**src/rtl/rpfs_pkg.sv**
```systemverilog
// ----------------------------------------------------------------------------
// rpfs_pkg
// Shared constants, widths, codes and controller/datapath interface types for
// the rate-paced flow sender.
// ----------------------------------------------------------------------------
package rpfs_pkg;

    localparam int HDR_BYTES  = 40;
    localparam int NS_PER_SEC = 1000000000;

    localparam int OP_W       = 2;
    localparam int TYPE_W     = 3;
    localparam int TIME_W     = 64;
    localparam int SEQ_W      = 32;
    localparam int RATE_IN_W  = 32;
    localparam int FP_W       = 32;
    localparam int PAY_W      = 16;
    localparam int SUM_W      = PAY_W + 1;
    localparam int NS_W       = 30;
    localparam int NUM_W      = NS_W + SUM_W;
    localparam int RATE_W     = RATE_IN_W - 1;
    localparam int INTV_W     = 48;
    localparam int DCNT_W     = $clog2(NUM_W);

    localparam int IN_TDATA_W  = 200;
    localparam int OUT_TDATA_W = 104;
    localparam int CFG_IDX_W   = 1;
    localparam int CFG_DATA_W  = 32;

    localparam logic [NS_W-1:0]  NS_CONST  = NS_W'(NS_PER_SEC);
    localparam logic [SUM_W-1:0] HDR_CONST = SUM_W'(HDR_BYTES);

    // config register indexes and reset values
    localparam logic [CFG_IDX_W-1:0] REG_FLOW_PACKETS  = 1'b0;
    localparam logic [CFG_IDX_W-1:0] REG_PAYLOAD_BYTES = 1'b1;
    localparam logic [FP_W-1:0]      FLOW_PKTS_RST     = 32'd10000;
    localparam logic [PAY_W-1:0]     PAYLOAD_RST       = 16'd960;

    typedef enum logic [OP_W-1:0] {
        OP_START = 2'd0,
        OP_TIME  = 2'd1,
        OP_RX    = 2'd2,
        OP_NONE  = 2'd3
    } t_op;

    typedef enum logic [TYPE_W-1:0] {
        PK_SYN     = 3'd0,
        PK_SYNACK  = 3'd1,
        PK_DATA    = 3'd2,
        PK_ACK     = 3'd3,
        PK_FIN     = 3'd4,
        PK_FINACK  = 3'd5,
        PK_OTHER   = 3'd6,
        PK_UNKNOWN = 3'd7
    } t_pkt;

    typedef struct packed {
        logic capture;
        logic prep;
        logic eval;
        logic mul;
        logic div_start;
        logic load_out;
    } t_ctrl_cmd;

    typedef struct packed {
        logic need_div;
        logic div_done;
    } t_dp_status;

endpackage

```
**src/rtl/rate_paced_flow_sender_core.sv**
```systemverilog
// ----------------------------------------------------------------------------
// rate_paced_flow_sender_core
// Sender side of a rate-paced flow: events in, one send decision out.
// ----------------------------------------------------------------------------
// Usage:
//   Slave stream: tuser = opcode (start, time check, packet received),
//   tdata = current time, received type, rate, ack number and echo time.
//   Master stream: one result per accepted item (send flag, type, sequence
//   number, RTT, flow-done and rate-error flags).
//   Config port: write flow_packets (index 0) or payload_bytes (index 1)
//   while the block is idle; takes effect on the next item.
//   Items are handled one at a time: an accepted item is captured, its time
//   differences are prepared, then it is evaluated and loaded for output.
//   A grant with a positive rate also computes the interval: it goes
//   through a multiply and a 47-step restoring divider, one bit per cycle.
//   A finished result sits in the output register; the next item is taken
//   meanwhile and its result waits until the register frees up.
//   Reset (synchronous, active low) clears flow state, interval, counters
//   and restores the config defaults (10000 packets, 960 payload bytes).
// ----------------------------------------------------------------------------
module rate_paced_flow_sender_core (
    input  logic                            i_clk,
    input  logic                            i_rst_n,
    input  logic                            i_cfg_we,
    input  logic [rpfs_pkg::CFG_IDX_W-1:0]   i_cfg_idx,
    input  logic [rpfs_pkg::CFG_DATA_W-1:0]  i_cfg_wdata,
    input  logic                            s_axis_tvalid,
    output logic                            s_axis_tready,
    // [1:0] opcode
    input  logic [rpfs_pkg::OP_W-1:0]        s_axis_tuser,
    // now_time[63:0], rx_type[66:64], rx_rate[98:67], rx_ack_number[130:99],
    // rx_echo_time[194:131], zero pad
    input  logic [rpfs_pkg::IN_TDATA_W-1:0]  s_axis_tdata,
    output logic                            m_axis_tvalid,
    input  logic                            m_axis_tready,
    // send_valid[0], send_type[3:1], send_seq[35:4], send_rtt[99:36],
    // flow_done[100], rate_error[101], zero pad
    output logic [rpfs_pkg::OUT_TDATA_W-1:0] m_axis_tdata
);
    import rpfs_pkg::*;

    t_ctrl_cmd  cmd;
    t_dp_status status;

    rpfs_ctrl u_ctrl (
        .i_clk      (i_clk),
        .i_rst_n    (i_rst_n),
        .i_s_tvalid (s_axis_tvalid),
        .o_s_tready (s_axis_tready),
        .o_m_tvalid (m_axis_tvalid),
        .i_m_tready (m_axis_tready),
        .o_cmd      (cmd),
        .i_status   (status)
    );

    rpfs_dp u_dp (
        .i_clk       (i_clk),
        .i_rst_n     (i_rst_n),
        .i_cfg_we    (i_cfg_we),
        .i_cfg_idx   (i_cfg_idx),
        .i_cfg_wdata (i_cfg_wdata),
        .i_cmd       (cmd),
        .o_status    (status),
        .i_s_tuser   (s_axis_tuser),
        .i_s_tdata   (s_axis_tdata),
        .o_m_tdata   (m_axis_tdata)
    );

`ifndef SYNTHESIS
    // one item in flight: no accept right after an accept
    a_single_item: assert property (@(posedge i_clk) disable iff (!i_rst_n)
        (s_axis_tvalid && s_axis_tready) |=> !s_axis_tready)
        else $error("input accepted while previous item in flight");

    // no send means zero type, sequence and RTT
    a_nosend_zero: assert property (@(posedge i_clk) disable iff (!i_rst_n)
        (m_axis_tvalid && !m_axis_tdata[0]) |-> (m_axis_tdata[99:1] == '0))
        else $error("send fields nonzero without a send");

    // a rate error is only reported on a grant, which never sends
    a_err_nosend: assert property (@(posedge i_clk) disable iff (!i_rst_n)
        m_axis_tvalid |-> !(m_axis_tdata[101] && m_axis_tdata[0]))
        else $error("rate error together with a send");
`endif

endmodule

```
**src/rtl/rpfs_div.sv**
```systemverilog
// ----------------------------------------------------------------------------
// rpfs_div
// Restoring unsigned divider, one quotient bit per cycle.
// ----------------------------------------------------------------------------
module rpfs_div (
    input  logic                       i_clk,
    input  logic                       i_rst_n,
    input  logic                       i_start,
    input  logic [rpfs_pkg::NUM_W-1:0]  i_num,
    input  logic [rpfs_pkg::RATE_W-1:0] i_den,
    output logic                       o_done,
    output logic [rpfs_pkg::NUM_W-1:0]  o_quot
);
    import rpfs_pkg::*;

    logic              r_busy;
    logic              r_done;
    logic [DCNT_W-1:0] r_cnt;
    logic [RATE_W-1:0] r_rem;
    logic [RATE_W-1:0] r_den;
    logic [NUM_W-1:0]  r_num;

    logic [RATE_W:0]   trial;
    logic              ge;
    logic [RATE_W:0]   diff;

    assign trial = {r_rem, r_num[NUM_W-1]};
    assign ge    = trial >= {1'b0, r_den};
    assign diff  = trial - {1'b0, r_den};

    always_ff @(posedge i_clk) begin
        if (!i_rst_n) begin
            r_busy <= 1'b0;
            r_done <= 1'b0;
        end else begin
            r_done <= 1'b0;
            if (i_start) begin
                r_busy <= 1'b1;
                r_cnt  <= DCNT_W'(NUM_W - 1);
                r_rem  <= '0;
                r_num  <= i_num;
                r_den  <= i_den;
            end else if (r_busy) begin
                // remainder stays below the divisor, so it fits RATE_W bits
                r_rem <= ge ? diff[RATE_W-1:0] : trial[RATE_W-1:0];
                r_num <= {r_num[NUM_W-2:0], ge};
                r_cnt <= r_cnt - 1'b1;
                if (r_cnt == '0) begin
                    r_busy <= 1'b0;
                    r_done <= 1'b1;
                end
            end
        end
    end

    assign o_done = r_done;
    assign o_quot = r_num;

endmodule

```
**src/rtl/rpfs_dp.sv**
```systemverilog
// ----------------------------------------------------------------------------
// rpfs_dp
// Datapath: item capture, flow state, time and RTT arithmetic, interval
// multiply/divide and the result register.
// ----------------------------------------------------------------------------
module rpfs_dp (
    input  logic                            i_clk,
    input  logic                            i_rst_n,
    input  logic                            i_cfg_we,
    input  logic [rpfs_pkg::CFG_IDX_W-1:0]   i_cfg_idx,
    input  logic [rpfs_pkg::CFG_DATA_W-1:0]  i_cfg_wdata,
    input  rpfs_pkg::t_ctrl_cmd             i_cmd,
    output rpfs_pkg::t_dp_status            o_status,
    input  logic [rpfs_pkg::OP_W-1:0]        i_s_tuser,
    input  logic [rpfs_pkg::IN_TDATA_W-1:0]  i_s_tdata,
    output logic [rpfs_pkg::OUT_TDATA_W-1:0] o_m_tdata
);
    import rpfs_pkg::*;

    typedef enum logic [2:0] {
        FS_INACTIVE = 3'd0,
        FS_SYNSENT  = 3'd1,
        FS_RUNNING  = 3'd2,
        FS_CONGEST  = 3'd3,
        FS_FINSENT  = 3'd4,
        FS_DONE     = 3'd5
    } t_flow;

    // configuration
    logic [FP_W-1:0]   r_flow_pkts;
    logic [PAY_W-1:0]  r_payload;

    // captured item
    t_op                  r_op;
    t_pkt                 r_type;
    logic [TIME_W-1:0]    r_now;
    logic [RATE_IN_W-1:0] r_rate;
    logic [SEQ_W-1:0]     r_ack;
    logic [TIME_W-1:0]    r_echo;

    // precomputed differences
    logic [TIME_W-1:0] r_diff;
    logic              r_tge;
    logic [TIME_W-1:0] r_rtt;

    // flow state
    t_flow             r_flow;
    logic              r_over;
    logic [SEQ_W-1:0]  r_seq;
    logic [SEQ_W-1:0]  r_exp;
    logic [TIME_W-1:0] r_round;
    logic [INTV_W-1:0] r_intv;
    logic [TIME_W-1:0] r_last;
    logic [SEQ_W-1:0]  r_pkts;

    logic [NUM_W-1:0]       r_prod;
    logic [OUT_TDATA_W-1:0] r_res;
    logic [OUT_TDATA_W-1:0] r_m_tdata;

    // next values from the evaluate step
    t_flow             n_flow;
    logic              n_over;
    logic [SEQ_W-1:0]  n_seq;
    logic [SEQ_W-1:0]  n_exp;
    logic [TIME_W-1:0] n_round;
    logic [TIME_W-1:0] n_last;
    logic [SEQ_W-1:0]  n_pkts;
    logic [OUT_TDATA_W-1:0] n_res;

    logic              emit;
    t_pkt              emit_type;
    logic [TIME_W-1:0] emit_rtt;
    logic              res_done;
    logic              res_err;
    logic              rate_pos;
    logic              time_ok;
    logic              pkts_more;
    logic [SEQ_W-1:0]  ack_sat;
    logic [SUM_W-1:0]  byte_sum;
    logic [NUM_W-1:0]  prod_c;
    logic              div_done;
    logic [NUM_W-1:0]  div_quot;

    assign rate_pos  = (r_rate != '0) && !r_rate[RATE_IN_W-1];
    assign time_ok   = r_tge && (r_diff >= TIME_W'(r_intv));
    assign pkts_more = ({1'b0, r_pkts} + (SEQ_W+1)'(1)) < {1'b0, r_flow_pkts};
    assign ack_sat   = (r_ack == '1) ? r_ack : r_ack + 1'b1;
    assign byte_sum  = {1'b0, r_payload} + HDR_CONST;
    assign prod_c    = NUM_W'(NS_CONST) * NUM_W'(byte_sum);

    always_comb begin
        n_flow    = r_flow;
        n_over    = r_over;
        n_seq     = r_seq;
        n_exp     = r_exp;
        n_round   = r_round;
        n_last    = r_last;
        n_pkts    = r_pkts;
        emit      = 1'b0;
        emit_type = PK_SYN;
        emit_rtt  = r_round;
        res_done  = 1'b0;
        res_err   = 1'b0;
        if (r_flow == FS_DONE) begin
            res_done = 1'b1;
        end else begin
            case (r_op)
                OP_START: begin
                    if (r_flow == FS_INACTIVE) begin
                        n_last    = r_now;
                        emit      = 1'b1;
                        emit_type = PK_SYN;
                        n_flow    = FS_SYNSENT;
                        n_pkts    = r_pkts + 1'b1;
                    end
                end
                OP_TIME: begin
                    if (r_flow == FS_RUNNING && !r_over && time_ok) begin
                        n_last = r_now;
                        emit   = 1'b1;
                        if (pkts_more) begin
                            emit_type = PK_DATA;
                        end else begin
                            emit_type = PK_FIN;
                            n_flow    = FS_FINSENT;
                            n_over    = 1'b1;
                        end
                        n_pkts = r_pkts + 1'b1;
                    end
                end
                OP_RX: begin
                    if (ack_sat > r_exp) begin
                        n_exp = ack_sat;
                    end
                    n_round  = r_rtt;
                    emit_rtt = r_rtt;
                    case (r_type)
                        PK_SYNACK, PK_ACK: begin
                            if (rate_pos) begin
                                if (r_type == PK_SYNACK || r_flow == FS_CONGEST) begin
                                    n_flow = FS_RUNNING;
                                end
                            end else begin
                                n_flow  = FS_CONGEST;
                                res_err = 1'b1;
                            end
                        end
                        PK_SYN: begin
                            emit      = 1'b1;
                            emit_type = PK_SYNACK;
                        end
                        PK_DATA: begin
                            emit      = 1'b1;
                            emit_type = PK_ACK;
                        end
                        PK_FIN: begin
                            emit      = 1'b1;
                            emit_type = PK_FINACK;
                        end
                        PK_FINACK: begin
                            n_flow   = FS_DONE;
                            n_over   = 1'b1;
                            res_done = 1'b1;
                        end
                        default: begin
                        end
                    endcase
                end
                default: begin
                end
            endcase
        end
        if (emit) begin
            n_seq = r_seq + 1'b1;
        end
        // result layout, low bit up: valid, type, seq, rtt, done, error, pad
        n_res = {2'b00, res_err, res_done,
                 emit ? emit_rtt : '0,
                 emit ? r_seq : '0,
                 emit ? emit_type : PK_SYN,
                 emit};
    end

    always_ff @(posedge i_clk) begin
        if (!i_rst_n) begin
            r_flow_pkts <= FLOW_PKTS_RST;
            r_payload   <= PAYLOAD_RST;
            r_flow      <= FS_INACTIVE;
            r_over      <= 1'b0;
            r_seq       <= '0;
            r_exp       <= '0;
            r_round     <= '0;
            r_intv      <= '0;
            r_last      <= '0;
            r_pkts      <= '0;
        end else begin
            if (i_cfg_we) begin
                case (i_cfg_idx)
                    REG_FLOW_PACKETS:  r_flow_pkts <= i_cfg_wdata[FP_W-1:0];
                    REG_PAYLOAD_BYTES: r_payload   <= i_cfg_wdata[PAY_W-1:0];
                    default: begin
                    end
                endcase
            end
            if (i_cmd.eval) begin
                r_flow  <= n_flow;
                r_over  <= n_over;
                r_seq   <= n_seq;
                r_exp   <= n_exp;
                r_round <= n_round;
                r_last  <= n_last;
                r_pkts  <= n_pkts;
            end
            if (div_done) begin
                r_intv <= INTV_W'(div_quot);
            end
        end
    end

    always_ff @(posedge i_clk) begin
        if (i_cmd.capture) begin
            r_op   <= t_op'(i_s_tuser);
            r_now  <= i_s_tdata[63:0];
            r_type <= t_pkt'(i_s_tdata[66:64]);
            r_rate <= i_s_tdata[98:67];
            r_ack  <= i_s_tdata[130:99];
            r_echo <= i_s_tdata[194:131];
        end
        if (i_cmd.prep) begin
            r_tge  <= r_now >= r_last;
            r_diff <= r_now - r_last;
            r_rtt  <= (r_now >= r_echo) ? r_now - r_echo : '0;
        end
        if (i_cmd.eval) begin
            r_res <= n_res;
        end
        if (i_cmd.mul) begin
            r_prod <= prod_c;
        end
        if (i_cmd.load_out) begin
            r_m_tdata <= r_res;
        end
    end

    rpfs_div u_div (
        .i_clk   (i_clk),
        .i_rst_n (i_rst_n),
        .i_start (i_cmd.div_start),
        .i_num   (r_prod),
        .i_den   (r_rate[RATE_W-1:0]),
        .o_done  (div_done),
        .o_quot  (div_quot)
    );

    assign o_status.need_div = (r_flow != FS_DONE) && (r_op == OP_RX) && rate_pos &&
                               (r_type == PK_SYNACK || r_type == PK_ACK);
    assign o_status.div_done = div_done;
    assign o_m_tdata         = r_m_tdata;

endmodule

```
**src/rtl/rpfs_ctrl.sv**
```systemverilog
// ----------------------------------------------------------------------------
// rpfs_ctrl
// Sequencer: accepts one item, steps the datapath through evaluation and the
// optional interval division, then hands the result to the output register.
// ----------------------------------------------------------------------------
module rpfs_ctrl (
    input  logic                  i_clk,
    input  logic                  i_rst_n,
    input  logic                  i_s_tvalid,
    output logic                  o_s_tready,
    output logic                  o_m_tvalid,
    input  logic                  i_m_tready,
    output rpfs_pkg::t_ctrl_cmd   o_cmd,
    input  rpfs_pkg::t_dp_status  i_status
);
    import rpfs_pkg::*;

    typedef enum logic [2:0] {
        S_IDLE,
        S_PREP,
        S_EVAL,
        S_MUL,
        S_DSTART,
        S_DIV,
        S_OUT
    } t_state;

    t_state r_state;
    logic   r_m_tvalid;
    logic   out_free;

    assign out_free = !r_m_tvalid || i_m_tready;

    always_comb begin
        o_cmd.capture   = (r_state == S_IDLE) && i_s_tvalid;
        o_cmd.prep      = (r_state == S_PREP);
        o_cmd.eval      = (r_state == S_EVAL);
        o_cmd.mul       = (r_state == S_MUL);
        o_cmd.div_start = (r_state == S_DSTART);
        o_cmd.load_out  = (r_state == S_OUT) && out_free;
    end

    always_ff @(posedge i_clk) begin
        if (!i_rst_n) begin
            r_state    <= S_IDLE;
            r_m_tvalid <= 1'b0;
        end else begin
            if (o_cmd.load_out) begin
                r_m_tvalid <= 1'b1;
            end else if (i_m_tready) begin
                r_m_tvalid <= 1'b0;
            end
            case (r_state)
                S_IDLE:   if (i_s_tvalid) r_state <= S_PREP;
                S_PREP:   r_state <= S_EVAL;
                S_EVAL:   r_state <= i_status.need_div ? S_MUL : S_OUT;
                S_MUL:    r_state <= S_DSTART;
                S_DSTART: r_state <= S_DIV;
                S_DIV:    if (i_status.div_done) r_state <= S_OUT;
                S_OUT:    if (out_free) r_state <= S_IDLE;
                default:  r_state <= S_IDLE;
            endcase
        end
    end

    assign o_s_tready = (r_state == S_IDLE);
    assign o_m_tvalid = r_m_tvalid;

endmodule
```
**config.mk**
```make
export PLATFORM = sky130hd
export DESIGN_NAME = rate_paced_flow_sender_core
export DESIGN_NICKNAME = d
export VERILOG_FILES = /design/src/rtl/rpfs_pkg.sv /design/src/rtl/rate_paced_flow_sender_core.sv /design/src/rtl/rpfs_div.sv /design/src/rtl/rpfs_dp.sv /design/src/rtl/rpfs_ctrl.sv
export SDC_FILE = /design/constraint.sdc
export NUM_CORES = 2
export LEC_CHECK = 0
export BUFFER_PORTS_ARGS = -buffer_cell sky130_fd_sc_hd__buf_2
export CORE_ASPECT_RATIO = 1.4
export CORE_UTILIZATION = 50
export DETAILED_ROUTE_END_ITERATION = 10
export PLACE_DENSITY = 0.68
export SLEW_MARGIN = 25
export SYNTH_ARGS = -nofsm -noshare
export SYNTH_HDL_FRONTEND = slang
export SYNTH_HIERARCHICAL = 1
export SYNTH_SLANG_ARGS = --single-unit
export TNS_END_PERCENT = 100
```
**constraint.sdc**
```tcl
create_clock -name i_clk -period 14.55 [get_ports i_clk]
set_clock_uncertainty 0.1 [all_clocks]
set_input_delay 2.91 -clock i_clk [delete_from_list [all_inputs] [get_ports i_clk]]
set_output_delay 2.91 -clock i_clk [all_outputs]
set_load 0.01 [all_outputs]
```
==> results.sh <==
export IMPL_r2r_start="u_dp/r_payload[6]"
export IMPL_reg2reg_depth=25
export IMPL_grt_overflow=0
export IMPL_port_buffers=306
export IMPL_tns_ps=0
export IMPL_maxCapViolCount=0
export IMPL_p_per_area_nw_per_um2=164
export IMPL_min_to="u_dp/o_m_tdata[77]"
export IMPL_cts_hold_buf=0
export IMPL_grt_max_degree=178
export IMPL_status="finished clean"
export IMPL_vias=37300
export IMPL_grt_usage_pct=24.6
export IMPL_cts_made_buffers=94
export IMPL_firstDrtPassIters=6
export IMPL_place_congestion=1.01
export IMPL_met2_usage_pct=44.9
export IMPL_synth_edff_count=651
export IMPL_start_util_pct=50.5
export IMPL_synthArstFlopShare_pct=0
export IMPL_rows=140
export IMPL_areaGrowthSynthToFinish_pct=11.4
export IMPL_min_from="u_dp/r_res[77]"
export IMPL_finalPower_mw=9.64
export IMPL_postCtsSetupRepairBufs=0
export IMPL_grt_util_met1_pct=29.0
export IMPL_path_delay_family="adder cells"
export IMPL_wirelength_mm=131
export IMPL_met3_usage_pct=2.90
export IMPL_worst_path_stages=25
export IMPL_drt_initial_drc_count=2425
export IMPL_top_usage_layer="met2"
export IMPL_rsz0062_at_grt="no"
export IMPL_grt_pass1_wl_mm=205
export IMPL_crit_slowest_cell="fa_1"
export IMPL_cp_end_kind="flop"
export IMPL_worst_pin_slew_ps=999
export IMPL_cts_buffer_depth=3
export IMPL_grt_pass1_vias=37100
export IMPL_fillers=8958
export IMPL_cp_common_cell="fa_1"
export IMPL_die_w_um=276
export IMPL_crit_type="reg -> reg"
export IMPL_hold_path_class="reg -> reg"
export IMPL_pin_count=346
export IMPL_routedWlPerCell_um=19.4
export IMPL_finalSetupViolations=0
export IMPL_die_area_um2=107000
export IMPL_ctsResizeCount=0
export IMPL_finalHoldViolations=0
export IMPL_reg2reg_slack_ps=6460
export IMPL_viasPerCell=5.50
export IMPL_cp_max_fo=6
export IMPL_antenna_found_initial=8
export IMPL_ir_worst_vdd_v=0.000143
export IMPL_synth_area_um2=52700
export IMPL_worstPathRequired_ps=14900
export IMPL_drtAntennaViolNets=0
export IMPL_detailed_place_hpwl_mm=98.4
export IMPL_slowest_delay_ps=560
export IMPL_drive_gt1_share_pct=11.3
export IMPL_slew_headroom_pct=32.5
export IMPL_yosysWarnings=6
export IMPL_fin_crit_ps=8090
export IMPL_startpoint_type="flop"
export IMPL_slew_viol_final=0
export IMPL_dieHeight_um=386
export IMPL_clk_pin_slew_ps=70
export IMPL_clock_sinks=948
export IMPL_synth_seq_cells=948
export IMPL_clock_tree_root_cell="clkbuf_16"
export IMPL_tritoncts="yes"
export IMPL_crit_start="u_dp/r_payload[6]"
export IMPL_drc=0
export IMPL_synthCells=5100
export IMPL_fin_crit_sh_pct=55.6
export IMPL_clock_latency_ps=730
export IMPL_worstPathArrival_ps=8440
export IMPL_cts_max_level=3
export IMPL_power_leakage_nw=23.3
export IMPL_ys_types=93
export IMPL_seq_area_frac_synth_pct=48.4
export IMPL_min_path_cells=0
export IMPL_synth_flop_cell="edfxtp_1"
export IMPL_layout_nets=6113
export IMPL_r2r_end="u_dp/r_prod[46]"
export IMPL_fmax_ghz=0.124
export IMPL_core_area_um2=104000
export IMPL_syn_avg_cell_area_um2=10.3
export IMPL_timing_critical_path_buf_inv=3
layout make-up:
type / instances / area, um^2 / share of cell area (%)
Antenna cell: 3 / 7.51 / 0.0128
Clock buffer: 115 / 2540 / 4.33
Clock inverter: 63 / 758 / 1.29
Inverter: 549 / 2070 / 3.53
Multi-Input combinational cell: 3407 / 24300 / 41.5
Sequential cell: 948 / 25500 / 43.4
Tap cell: 1349 / 1690 / 2.88
Timing Repair Buffer: 337 / 1780 / 3.04
cell families (layout without fill, tap and decap cells):
logic type	Yosys count	in the layout	synth area share (%)
simple gates	1478	1478	12.8
compound gates	1032	1032	12.3
flops	948	948	48.4
buf+inv	755	1064	5.59
fa+ha+maj	536	536	14.7
xor+xnor	229	229	3.81
mux	121	121	2.41
other cells	1	14	0.00712
state kept, by name, summed over array words and instances (netlist names), 2 cells and up:
name	flops
u_dp/o_m_tdata	102
u_dp/r_res	102
u_dp/r_diff	64
u_dp/r_echo	64
u_dp/r_last	64
u_dp/r_now	64
u_dp/r_round	64
u_dp/r_rtt	64
u_dp/r_intv	47
u_dp/u_div/o_quot	47
u_dp/r_prod	38
u_dp/r_flow_pkts	32
u_dp/r_pkts	32
u_dp/r_rate	32
u_dp/r_seq	32
u_dp/u_div/r_den	31
u_dp/u_div/r_rem	31
u_dp/r_payload	16
u_dp/u_div/r_cnt	6
u_ctrl/r_state	3
u_dp/r_flow	3
u_dp/r_type	3
u_dp/r_op	2
per-stage QoR:
step	cell area, um^2	setup slack [ps]	utilization [%]	cells	hold slack [ps]
4_1_cts	58600	6430	56.3	6767	317
3_3_place_gp	55300	6490	53.1	6589	304
5_1_grt	58700	5910	56.3	6768	323
2_1_floorplan	52700	3850	-	5110	300
3_5_place_dp	55300	6420	53.1	6589	305
6_report	58700	6460	56.3	6771	314
cell usage after synthesis, drive strengths merged (13+ instances only):
cell	count	area (um^2)
a211oi	25	203
a21o	127	953
a21oi	486	2470
a31oi	25	156
and2	46	288
and3	49	307
and4	13	114
buf	38	251
clkbuf	168	632
dfxtp	297	5950
edfxtp	651	19500
fa	139	2780
ha	397	4970
inv	547	2050
mux2	46	518
mux2i	75	751
nand2	704	2640
nand2b	54	345
nand3	75	375
nand4	69	432
nor2	295	1110
nor2b	26	163
nor3	39	205
nor4	35	219
o211ai	20	150
o21a	26	203
o21ai	140	704
o21bai	44	334
or2	13	81.3
or3	28	175
xnor2	134	1170
xor2	95	832
power breakdown:
| group | switching (mW) | total (mW) | internal [mW] |
|---|---|---|---|
| Combinational | 2.16 | 3.61 | 1.44 |
| Clock | 1.11 | 2.56 | 1.45 |
| Sequential | 0.139 | 3.47 | 3.33 |
| Total | 3.42 | 9.64 | 6.22 |
how the worst max path moves through the flow:
stage / to / slack (ps)
2_1_floorplan: u_dp/r_diff[0] / 3850
3_3_place_gp: u_dp/r_prod[46] / 6490
3_5_place_dp: u_dp/r_prod[46] / 6420
4_1_cts: u_dp/r_prod[46] / 6430
5_1_grt: u_dp/r_prod[46] / 5910
6_report: u_dp/r_prod[46] / 6460
metal layers:
metal  vias up  routed length [um]
li1      18200                   -
met1     17900               52700
met2       911               67500
met3       255                5250
met4        10                5860
met5         -                  73
cell usage in the layout (no fill, tap or decap), types with 52 or more instances in the layout:
cell / instances
dfxtp_1: 296
nand2_1: 702
edfxtp_1: 651
o21ai_0: 134
nand2b_1: 52
nand4_1: 69
xor2_1: 95
fa_1: 139
ha_1: 397
buf_2: 306
xnor2_1: 134
a21oi_1: 480
clkbuf_16: 96
inv_1: 546
nor2_1: 293
mux2i_1: 75
a21o_1: 125
nand3_1: 75
(Power assumes the default switching activity.)
